File: src/design/integral_image_stream_macros.svh
// Assertion macros for the integral image stream RTL.
`ifndef INTEGRAL_IMAGE_STREAM_MACROS_SVH
`define INTEGRAL_IMAGE_STREAM_MACROS_SVH

`ifndef SYNTH
// Same-cycle implication, sampled on clk_i, off while rst_ni is low.
`define IIS_ASSERT_IMPL(lbl, ante, cons) \
  lbl: assert property (@(posedge clk_i) disable iff (!rst_ni) (ante) |-> (cons)) \
    else $error("iis assertion failed");
// Next-cycle implication, sampled on clk_i, off while rst_ni is low.
`define IIS_ASSERT_NEXT(lbl, ante, cons) \
  lbl: assert property (@(posedge clk_i) disable iff (!rst_ni) (ante) |=> (cons)) \
    else $error("iis assertion failed");
`else
`define IIS_ASSERT_IMPL(lbl, ante, cons)
`define IIS_ASSERT_NEXT(lbl, ante, cons)
`endif

`endif

File: src/design/iis_pkg.sv
// Shared constants, types and helpers of the integral image stream.
package iis_pkg;

  localparam int MaxWidth  = 4096;
  localparam int MaxHeight = 4096;

  localparam int NumChan = 3;
  localparam int PixW    = 8;
  localparam int SumW    = 32;
  localparam int DimW    = 13;
  localparam int ColW    = (MaxWidth > 1) ? $clog2(MaxWidth) : 1;
  localparam int RowW    = (MaxHeight > 1) ? $clog2(MaxHeight) : 1;
  // Row sum never exceeds MaxWidth * 255.
  localparam int AccW    = $clog2(MaxWidth * 255 + 1);
  localparam int CfgAddrW = 1;

  localparam logic [CfgAddrW-1:0] RegImageWidth  = 1'b0;
  localparam logic [CfgAddrW-1:0] RegImageHeight = 1'b1;

  localparam logic [DimW-1:0] WidthReset  = DimW'(640);
  localparam logic [DimW-1:0] HeightReset = DimW'(480);

  typedef logic [NumChan-1:0][PixW-1:0] pix_t;
  typedef logic [NumChan-1:0][AccW-1:0] acc_t;
  typedef logic [NumChan-1:0][SumW-1:0] sums_t;

  // Everything the sum stage needs from the raster scan for one pixel.
  typedef struct packed {
    logic [ColW-1:0] col;
    logic            top_row;
    logic            row_end;
    logic            frame_end;
    acc_t            acc;
  } scan_t;

  // Last valid index for a dimension register: zero acts as one, large values clamp.
  function automatic logic [ColW-1:0] width_last(logic [DimW-1:0] v);
    logic [ColW-1:0] r;
    if (v == '0) begin
      r = '0;
    end else if (32'(v) > MaxWidth) begin
      r = ColW'(MaxWidth - 1);
    end else begin
      r = ColW'(v - DimW'(1));
    end
    return r;
  endfunction

  function automatic logic [RowW-1:0] height_last(logic [DimW-1:0] v);
    logic [RowW-1:0] r;
    if (v == '0) begin
      r = '0;
    end else if (32'(v) > MaxHeight) begin
      r = RowW'(MaxHeight - 1);
    end else begin
      r = RowW'(v - DimW'(1));
    end
    return r;
  endfunction

endpackage

File: src/design/iis_scan_ctrl.sv
// Raster position, frame size registers and running row sums.
module iis_scan_ctrl (
  input  logic                         clk_i,
  input  logic                         rst_ni,
  input  logic                         cfg_we_i,
  input  logic [iis_pkg::CfgAddrW-1:0] cfg_addr_i,
  input  logic [iis_pkg::DimW-1:0]     cfg_wdata_i,
  input  logic                         accept_i,
  input  iis_pkg::pix_t                pix_i,
  output iis_pkg::scan_t               scan_o
);

  logic [iis_pkg::DimW-1:0] width_q, height_q;
  logic [iis_pkg::ColW-1:0] col_q, col_d;
  logic [iis_pkg::RowW-1:0] row_q, row_d;
  iis_pkg::acc_t            acc_q, acc_d, acc_new;
  logic                     last_col, last_frame;

  always_ff @(posedge clk_i or negedge rst_ni) begin
    if (!rst_ni) begin
      width_q  <= iis_pkg::WidthReset;
      height_q <= iis_pkg::HeightReset;
    end else if (cfg_we_i) begin
      unique case (cfg_addr_i)
        iis_pkg::RegImageWidth:  width_q  <= cfg_wdata_i;
        iis_pkg::RegImageHeight: height_q <= cfg_wdata_i;
        default: ;
      endcase
    end
  end

  always_comb begin
    for (int i = 0; i < iis_pkg::NumChan; i++) begin
      acc_new[i] = acc_q[i] + iis_pkg::AccW'(pix_i[i]);
    end
    last_col   = col_q >= iis_pkg::width_last(width_q);
    last_frame = last_col && (row_q >= iis_pkg::height_last(height_q));

    col_d = col_q;
    row_d = row_q;
    acc_d = acc_q;
    if (accept_i) begin
      if (last_col) begin
        col_d = '0;
        acc_d = '0;
        row_d = last_frame ? '0 : row_q + iis_pkg::RowW'(1);
      end else begin
        col_d = col_q + iis_pkg::ColW'(1);
        acc_d = acc_new;
      end
    end

    scan_o.col       = col_q;
    scan_o.top_row   = (row_q == '0);
    scan_o.row_end   = last_col;
    scan_o.frame_end = last_frame;
    scan_o.acc       = acc_new;
  end

  always_ff @(posedge clk_i or negedge rst_ni) begin
    if (!rst_ni) begin
      col_q <= '0;
      row_q <= '0;
      acc_q <= '0;
    end else begin
      col_q <= col_d;
      row_q <= row_d;
      acc_q <= acc_d;
    end
  end

endmodule

File: config.mk
export PLATFORM = sky130hd
export DESIGN_NAME = iis_scan_ctrl
export DESIGN_NICKNAME = d
export VERILOG_FILES = /design/src/design/integral_image_stream_macros.svh /design/src/design/iis_pkg.sv /design/src/design/iis_scan_ctrl.sv
export SDC_FILE = /design/constraint.sdc
export NUM_CORES = 1
export LEC_CHECK = 0
export BUFFER_PORTS_ARGS = -buffer_cell sky130_fd_sc_hd__buf_4
export CELL_PAD_IN_SITES_DETAIL_PLACEMENT = 0
export CELL_PAD_IN_SITES_GLOBAL_PLACEMENT = 2
export CORE_MARGIN = 2
export CORE_UTILIZATION = 24
export DETAILED_ROUTE_END_ITERATION = 16
export PLACE_DENSITY = 0.59
export SETUP_SLACK_MARGIN = 0.2
export SYNTH_ARGS = -nofsm -noshare
export SYNTH_HDL_FRONTEND = slang
export SYNTH_SLANG_ARGS = --single-unit
export TNS_END_PERCENT = 50
File: constraint.sdc
create_clock -name clk_i -period 7.5 [get_ports clk_i]
set_input_delay 0.375 -clock clk_i [delete_from_list [all_inputs] [get_ports clk_i]]
set_output_delay 0.375 -clock clk_i [all_outputs]
set_load 0.02 [all_outputs]
==> impl_metrics.ini, run 1 <==
[timing]
max_slew_margin = 0.290
slew_viol_final = 0
final.setup.tns_ns = 0
worstMarginPinSlew_ns = 1.06
final-setup-viol-count = 0
hold_viol_final = 0
finalCritPeriodShare = 0.600
finalClockSkew_ns = 0.0114
fmax_ghz = 0.222
min_period_ns = 4.50
grt_setup_unrepaired = false

[yosys]
ys_top_cells_by_area = dfrtp_1 (33%), ha_1 (8.5%), xnor2_1 (4.5%), mux2_2 (3.6%), nand2_1 (3.6%)
syn_nets = 954
mappedNetlistArea_um2 = 7780
yosysWarnings = 0
synthFlopType = dfrtp_1
yosysUniqueCellTypes = 73
yosys.cell_count.top_type = dfrtp_1
synthCells = 856
synth_edf_count = 0
async_flop_share = 1.00
synth_top_cells_by_count = dfrtp_1 (104), nand2_1 (75), nor2_1 (58)
ys_seq_area_frac = 0.355
ys_ff_latch = 110
avgSynthCellArea_um2 = 9.09
synth_top_area_share = 0.335
synth_top_cell_by_area = dfrtp_1

[grt]
grt_antenna_before_repair = 0
grt_max_degree = 71
grt_pass1_wl_um = 37800
overflow = 0
first_global_vias = 6674
grt_use_total = 0.141

[final_layout]
fin_nets = 1051
antenna_cells = 0
areaGrowthSynthToFinish_pct = 20.3
drive_above_1_share = 0.199
finish.instance_area_um2 = 9350
n_fill_cell = 3396

[clock_network]
cts_root_buf = clkbuf_16
clockBufferDepth = 2
cts_sinks = 110
hold_buffers = 0
htreeDepth = 3
cts_made_buffers = 9
clkTransAtPathRegs_ns = 0.09
cts_resized = 0
clk_latency_ns = 0.36
cts_tree = done
cts_setup_buffers = 0

[floorplanning]
num_rows = 65
die_width_um = 184
io_pins = 117
dieArea_um2 = 33900
core_area_um2 = 31700
initial_utilization = 0.245
die-height_um = 184

[worst_setup_path]
crit_top_cell = buf_4
critPathKind = flip-flop to primary output
cp-start-kind = flip-flop
arrival_ns = 4.12
cp_num_buf_inv = 3
crit_path_end_kind = primary output
slowest_stage = buf_4
path_delay_family = simple AND/OR/NAND/NOR gates
worstPathRequired_ns = 7.12
ff2ff_path_depth = 11
cp_num_cells = 13
critPathMaxStageDelay_ns = 0.50
crit_chain = or3_4 -> nor3b_4 -> nand2_2 -> or4b_1 -> and3_1 -> ha_1 -> nand4_1 -> o221ai_1 -> a21oi_4 -> inv_2 -> buf_4 -> and2_1 -> buf_4
critPathMaxFanout = 48

[routing]
drt_iter0_drc = 303
drc = 0
dr_wl_met3_um = 940
dr_wl_met2_um = 11000
drtPass1Iterations = 4
via_per_inst = 4.88
avgRoutedWirePerCell_um = 17.1
wl_um = 23300
top_layer = met4
wl_met1_um = 11100
dr_total_vias = 6639
ant_nets = 0

[worst_hold_path]
worstHoldPathType = primary input to async pin

[outcome]
status = finished, final reports clean

[power]
leakage_uw = 0.00427
p_int_uw = 1700
seqPwrFrac = 0.296
swShare = 0.452
peakVddDrop_uv = 186
switchingPower_uw = 1400
p_per_area_nw_per_um2 = 331
p_comb_frac = 0.544
finalPower_uw = 3100
power_frac_clock = 0.160

[placed_design]
dp.final_hpwl_um = 16200
placed_area_um2 = 9060
io_buffers = 116
place_congestion = 0.743

[run]
drv_cap = 0
==> through the flow <==
stage                     instances   util  setup slack [ns]  hold slack [ns]
after detailed placement       1344  0.286              3.34            0.479
after global routing           1360  0.295              2.73            0.213
after floorplan                 856      -              3.63           0.0794
final                          1360  0.295              3.00            0.152
after CTS                      1360  0.295              2.96            0.184
after global placement         1344  0.286              3.40            0.477
==> path summary, 6_finish.rpt <==
| kind | endpoint | from | slack (ns) |
|---|---|---|---|
| worst max-delay path | scan_o[60] | width_q[2] | 3.00 |
| worst min-delay path | acc_q[22] | rst_ni | 0.15 |
| worst max register to register | acc_q[16] | width_q[2] | 3.35 |
| worst min register to register | acc_q[40] | acc_q[40] | 0.50 |
| max in group asynchronous | col_q[8] | rst_ni | 6.11 |
| min in group clk_i | width_q[1] | cfg_wdata_i[1] | 0.25 |
==> layout make-up <==
cell class                      instances  area [um2]  share of cell area
Multi-Input combinational cell        667        4710               0.504
Clock inverter                          7        63.8             0.00682
Clock buffer                            9         225              0.0241
Timing Repair Buffer                  125         938               0.100
Inverter                               40         150              0.0161
Sequential cell                       110        2760               0.295
Tap cell                              402         503              0.0538
==> state kept, by name, indices dropped and copies added (netlist names) <==
| signal | flops |
|---|---|
| col_q | 12 |
| height_q | 13 |
| width_q | 13 |
| acc_q | 60 |
| row_q | 12 |
==> routing by layer <==
metal  vias up  GRT usage
li1       3297          -
met1      3226      0.188
met2        97      0.235
met3        19     0.0289
met4         0     0.0320
met5         -          0
==> power by group through the flow <==
stage	clock, uW	combinational (uW)	sequential, uW
2_1_floorplan	0	1130	869
3_3_place_gp	0	1710	931
3_5_place_dp	0	1700	928
4_1_cts	521	1710	920
5_1_grt	540	1860	947
6_report	496	1680	916
==> kinds of logic after synthesis <==
| group | count (synthesis) | synth area share |
|---|---|---|
| AND/OR/NAND/NOR | 293 | 0.193 |
| AO/OA/AOI/OAI | 219 | 0.198 |
| flip-flops | 110 | 0.355 |
| buffers and inverters | 79 | 0.0407 |
| XOR/XNOR | 71 | 0.0800 |
| adder cells (fa/ha/maj) | 58 | 0.0956 |
| multiplexers | 26 | 0.0375 |
==> placed cells by master (no fill, tap or decap), types with 7 or more instances in the layout <==
master     instances
dfrtp_1          104
nor2b_1           13
nor4_1            11
and3_1            11
o21ai_1            7
xor2_1            31
o21ai_0           35
nor3_1            25
a21o_1            32
ha_1              53
a22o_1            14
or3_1             10
o2bb2ai_1         19
nand3_1           36
o21a_1             7
nor2_1            58
buf_4            125
nand2b_1           9
o211ai_1          11
xnor2_1           40
nand2_1           75
nand4_1           15
a21oi_1           43
inv_1             39
mux2_2            25
clkbuf_16          9
nor3b_1            9
Note: power is estimated with default switching activity, not from simulation.
==> run 2: changes to the inputs <==
PLACE_DENSITY = 0.61   (was 0.59)
clock period = 3.7 ns   (was 7.5 ns; I/O delays follow)
==> run 2 against run 1 <==
Register-to-register slack got worse by 3.3 ns. Hold slack worse by 0.096 ns. Wire length up 0.80%. Cell count up 2.9%. First-iteration DRC count shrank 13%. Clock-buffer cell count is 2 higher. Non-clock buffer count is 39 higher. Critical path depth is 2 higher. Clock power increased by 110%. Via count is 1.3% higher. Worst setup slack worse by 3.0 ns. Die area unchanged. Critical path type unchanged. Largest cell class unchanged.
==> impl_metrics.ini, run 2 (synthesis gave the netlist of run 1 again) <==
[worst_hold_path]
whs_path_depth = 3
worstHoldPathType = primary input to flip-flop
hold_end = width_q[12]
hold_start = cfg_wdata_i[12]

[grt]
grt_antenna_before_repair = 0
grt_pass1_wl_um = 37700
grt_use_total = 0.141
first_global_vias = 6845
grt_max_degree = 71
overflow = 0

[routing]
drc = 0
drt_iter0_drc = 265
ant_nets = 0
wl_um = 23400
dr_total_vias = 6725
via_per_inst = 4.81
avgRoutedWirePerCell_um = 16.8
drtPass1Iterations = 6

[placed_design]
dp.final_hpwl_um = 16800
place_congestion = 0.747
pre_cts_ws_ns = 0.121
io_buffers = 116

[final_layout]
antenna_cells = 0
layout_commonest_cell = buf_4
fin_nets = 1090
areaGrowthSynthToFinish_pct = 30.6
largest_reg_flops = 60
top_register = acc_q
drive_above_1_share = 0.263
reg_top3 = acc_q (60), height_q (13), width_q (13)
n_fill_cell = 3351
final_cell_mix = buf_4 (141), dfrtp_1 (104), nand2_1 (74), nor2_1 (57), ha_1 (52)

[worst_setup_path]
critPathMaxStageDelay_ns = 0.46
critPathMaxFanout = 5
cp-start-kind = flip-flop
ff2ff_setup_slack_ns = 0.05
critPathKind = flip-flop to primary output
ff2ff_path_depth = 15
reg2reg_from = width_q[4]
r2r_end = acc_q[14]
path_delay_family = simple AND/OR/NAND/NOR gates
cp_num_buf_inv = 4
crit_chain = or3_4 -> or4_4 -> nor2b_4 -> nor3_1 -> a31oi_1 -> o31ai_2 -> ha_1 -> nand4_1 -> o221ai_1 -> buf_4 -> a21oi_4 -> inv_4 -> buf_6 -> and2_4 -> buf_6
crit_top_cell = buf_6
arrival_ns = 3.48
crit_path_end_kind = primary output
worstPathRequired_ns = 3.51
slowest_stage = or4_4

[floorplanning]
core_area_um2 = 31700
die_width_um = 184
die-height_um = 184
initial_utilization = 0.245
dieArea_um2 = 33900
num_rows = 65
io_pins = 117

[timing]
grt_setup_unrepaired = true
slew_viol_final = 0
hold_viol_final = 0
fmax_ghz = 0.273
hold_ws_ns = 0.0556
worst_slack_ns = 0.0313
worstMarginPinSlew_ns = 0.730
min_period_ns = 3.67
finalClockSkew_ns = 0.0179
finalCritPeriodShare = 0.992
final-setup-viol-count = 0
max_slew_margin = 0.512

[power]
finalPower_uw = 6470
p_per_area_nw_per_um2 = 637
leakage_uw = 0.00459
peakVddDrop_uv = 378

[clock_network]
htreeDepth = 3
cts_tree = done
cts_made_buffers = 9
clkTransAtPathRegs_ns = 0.08
clk_latency_ns = 0.36
cts_sinks = 110
cts_root_buf = clkbuf_16
clockBufferDepth = 2

[outcome]
status = finished, final reports clean

[run]
drv_cap = 0
run 2: changes by cell type in the layout (fill, tap and decap cells not counted), moves of 4 or more:
| cell | change |
|---|---|
| buf_12 | +7 |
| buf_4 | +16 |
| buf_6 | +10 |
| nor3_1 | -4 |
| nor3b_1 | -7 |
| nor3b_2 | +6 |
| nor4_1 | -6 |
| nor4_4 | +6 |
| o21ai_0 | -4 |
| o21ai_1 | +4 |
run 2: per-stage QoR:
| step | area, um2 | utilization | TNS, ns | std cells |
|---|---|---|---|---|
| final | 10200 | 0.320 | 0 | 1399 |
| after CTS | 9860 | 0.311 | -0.0959 | 1387 |
| after global routing | 10200 | 0.320 | -0.686 | 1399 |
| after global placement | 9260 | 0.292 | 0 | 1362 |
| after detailed placement | 9260 | 0.292 | 0 | 1362 |
| after floorplan | 7790 | - | 0 | 856 |
run 2: layout make-up:
class                   instances  area (um2)  area share
repair buffers                164        1440       0.142
multi-input cells             667        4990       0.491
inverters                      40         153      0.0150
clock inverters                 5        65.1     0.00641
well taps                     402         503      0.0495
flip-flops and latches        110        2760       0.272
clock buffers                  11         243      0.0239
run 2: repair_timing:
item	4_1_cts	5_1_grt
endpoints found under the hold margin	40	0
gates cloned	2	2
pin swaps	17	26
hold buffers	1	0
endpoints found under the setup margin	31	65
setup buffers	6	10
resized for setup	37	37
run 2: power breakdown:
part           total (uW)  switching, uW  internal, uW
registers            1870            374          1500
clock network        1060            508           554
logic                3540           2000          1540
total                6470           2880          3590
run 2: tightest hold or removal path: stages:
cell     delay, ns
buf_4         0.09
nand2_1       0.04
o21ai_0       0.06
run 2: layer usage:
metal | track usage | share of wire
met1 | 0.181 | 0.47
met2 | 0.244 | 0.49
met3 | 0.0261 | 0.035
met4 | 0.0342 | 0.012
met5 | 0 | 0
run 2: worst max-delay path by stage:
stage	from	endpoint	slack, ns	cells after the start
after detailed placement	width_q[4]	col_q[5]	0.12	13
after global routing	height_q[2]	scan_o[60]	-0.11	14
after floorplan	width_q[4]	scan_o[60]	0.20	14
final	width_q[4]	scan_o[60]	0.03	15
after CTS	width_q[2]	scan_o[60]	-0.06	14
after global placement	width_q[4]	acc_q[49]	0.14	13
==> run 3: changes to the inputs <==
CORE_ASPECT_RATIO = 0.75   (was default)
==> run 3 against run 2 <==
Flip-flop and latch count unchanged. Global-route usage up 0.72 points. Wire length up 8.5%. Combinational power up 2%. Critical path depth down 2. Largest power group unchanged.
==> impl_metrics.ini, run 3 (synthesis gave the netlist of run 1 again) <==
[clock_network]
cts_made_buffers = 9
htreeDepth = 3
clkTransAtPathRegs_ns = 0.09
clk_latency_ns = 0.37
cts_sinks = 110
cts_root_buf = clkbuf_16
cts_tree = done
clockBufferDepth = 2

[grt]
grt_max_degree = 60
grt_use_total = 0.148
first_global_vias = 6554
grt_pass1_wl_um = 39100
overflow = 0
grt_antenna_before_repair = 0

[timing]
final.setup.tns_ns = 0
finalCritPeriodShare = 0.991
hold_viol_final = 0
max_slew_margin = 0.375
finalClockSkew_ns = 0.0116
grt_setup_unrepaired = true
slew_viol_final = 0
final-setup-viol-count = 0
min_period_ns = 3.67
worstMarginPinSlew_ns = 0.938
hold_ws_ns = 0.0568
fmax_ghz = 0.273

[power]
switchingPower_uw = 2940
swShare = 0.452
p_per_area_nw_per_um2 = 626
seqPwrFrac = 0.288
peakVddDrop_uv = 256
power_frac_clock = 0.156
leakage_uw = 0.00463
p_int_uw = 3560
p_comb_frac = 0.555

[placed_design]
dpl.cell_count = 1396
dp.final_hpwl_um = 17200
placed_area_um2 = 9270
io_buffers = 116
place_congestion = 0.733

[routing]
drtPass1Iterations = 4
drc = 0
top_layer = met4
dr_wl_met3_um = 867
wl_um = 25400
drt_iter0_drc = 337
dr_wl_met2_um = 10600
ant_nets = 0
wl_met1_um = 13900
dr_total_vias = 6783
via_per_inst = 4.70
avgRoutedWirePerCell_um = 17.6

[worst_setup_path]
cp_num_cells = 13
critPathMaxStageDelay_ns = 0.51
arrival_ns = 3.48
critPathKind = flip-flop to primary output
crit_path_end_kind = primary output
slowest_stage = or4b_1
cp-start-kind = flip-flop
worstPathRequired_ns = 3.51
critPathMaxFanout = 4
cp_num_buf_inv = 3
path_delay_family = simple AND/OR/NAND/NOR gates
crit_chain = or3_4 -> nor3b_4 -> nand2_2 -> or4b_1 -> and3_4 -> ha_4 -> nand4_1 -> o221ai_2 -> a21oi_4 -> inv_4 -> buf_8 -> and2_4 -> buf_6
ff2ff_path_depth = 13

[final_layout]
reg_top3 = acc_q (60), height_q (13), width_q (13)
fin_cells = 1442
areaGrowthSynthToFinish_pct = 33.5
drive_above_1_share = 0.281
n_fill_cell = 3361
largest_reg_flops = 60
antenna_cells = 0
layout_commonest_cell = buf_4
finish.instance_area_um2 = 10400
final_core_util = 0.323
fin_nets = 1093
final_cell_mix = buf_4 (140), dfrtp_1 (103), nand2_1 (72), nor2_1 (53), ha_1 (50)
top_register = acc_q

[outcome]
status = finished, final reports clean

[floorplanning]
core_area_um2 = 32200
die_width_um = 212
num_rows = 57
io_pins = 117
initial_utilization = 0.242
dieArea_um2 = 33900
die-height_um = 160

[run]
drv_cap = 0

[worst_hold_path]
worstHoldPathType = primary input to flip-flop
whs_path_depth = 2
==> run 3: cell types whose count changed in the layout (fill, tap and decap cells not counted), sizes merged <==
| cell | change |
|---|---|
| clkbuf | +2 |
| inv | +1 |
| bufinv | -1 |
| buf | +1 |
==> run 3: cell type report <==
| type | count | area (um2) | area share |
|---|---|---|---|
| timing repair buffer | 167 | 1520 | 0.147 |
| sequential | 110 | 2760 | 0.266 |
| tap | 442 | 553 | 0.0533 |
| clock buffer | 11 | 253 | 0.0243 |
| inverter | 40 | 153 | 0.0147 |
| clock inverter | 5 | 41.3 | 0.00398 |
| multi-input combinational | 667 | 5100 | 0.491 |
==> run 3: power by group through the flow <==
| stage | Combinational (uW) | Sequential, uW | Clock (uW) |
|---|---|---|---|
| floorplan | 2300 | 1760 | 0 |
| global placement | 3500 | 1870 | 0 |
| detailed placement | 3500 | 1870 | 0 |
| CTS | 3550 | 1850 | 1080 |
| global route | 3950 | 1930 | 1120 |
| finish | 3610 | 1870 | 1020 |
==> run 3: final timing paths <==
check,startpoint,slack (ns),endpoint
worst max-delay path,width_q[2],0.03,scan_o[60]
worst min-delay path,cfg_wdata_i[0],0.06,height_q[0]
worst max register to register,width_q[2],0.06,acc_q[52]
worst min register to register,acc_q[43],0.49,acc_q[43]
max in group asynchronous,rst_ni,2.35,width_q[7]
min in group asynchronous,rst_ni,0.45,height_q[4]
==> run 3: repair_timing <==
action,CTS,global route
gates resized for setup,20,80
setup endpoints to repair,45,81
endpoints found under the hold margin,57,0
gates cloned,2,4
hold buffers,1,0
pin swaps,11,45
setup buffers,12,11
==> run 3: layer usage <==
metal,GRT usage,vias up
met1,0.232,3301
met3,0.0250,7
met4,0.0314,0
met2,0.210,86
met5,0,-
li1,-,3389
==> run 3: stage by stage <==
stage          worst slack, ns  power [uW]
2_1_floorplan            0.203        4060
3_3_place_gp            0.0863        5380
3_5_place_dp            0.0527        5370
4_1_cts                0.00723        6480
5_1_grt                 -0.119        6990
6_report                0.0336        6500
==> run 3: worst reg2reg max path, stage by stage, from the launching register on <==
cell       delay [ns]
dfrtp_1          0.39
or3_4            0.41
nor3b_4          0.27
nand3_2          0.13
maj3_2           0.35
ha_4             0.21
nand2b_4         0.14
a2111oi_4        0.36
o21ai_2          0.14
buf_4            0.16
a211o_4          0.37
buf_12           0.16
or4_1            0.39
nand3_1          0.09
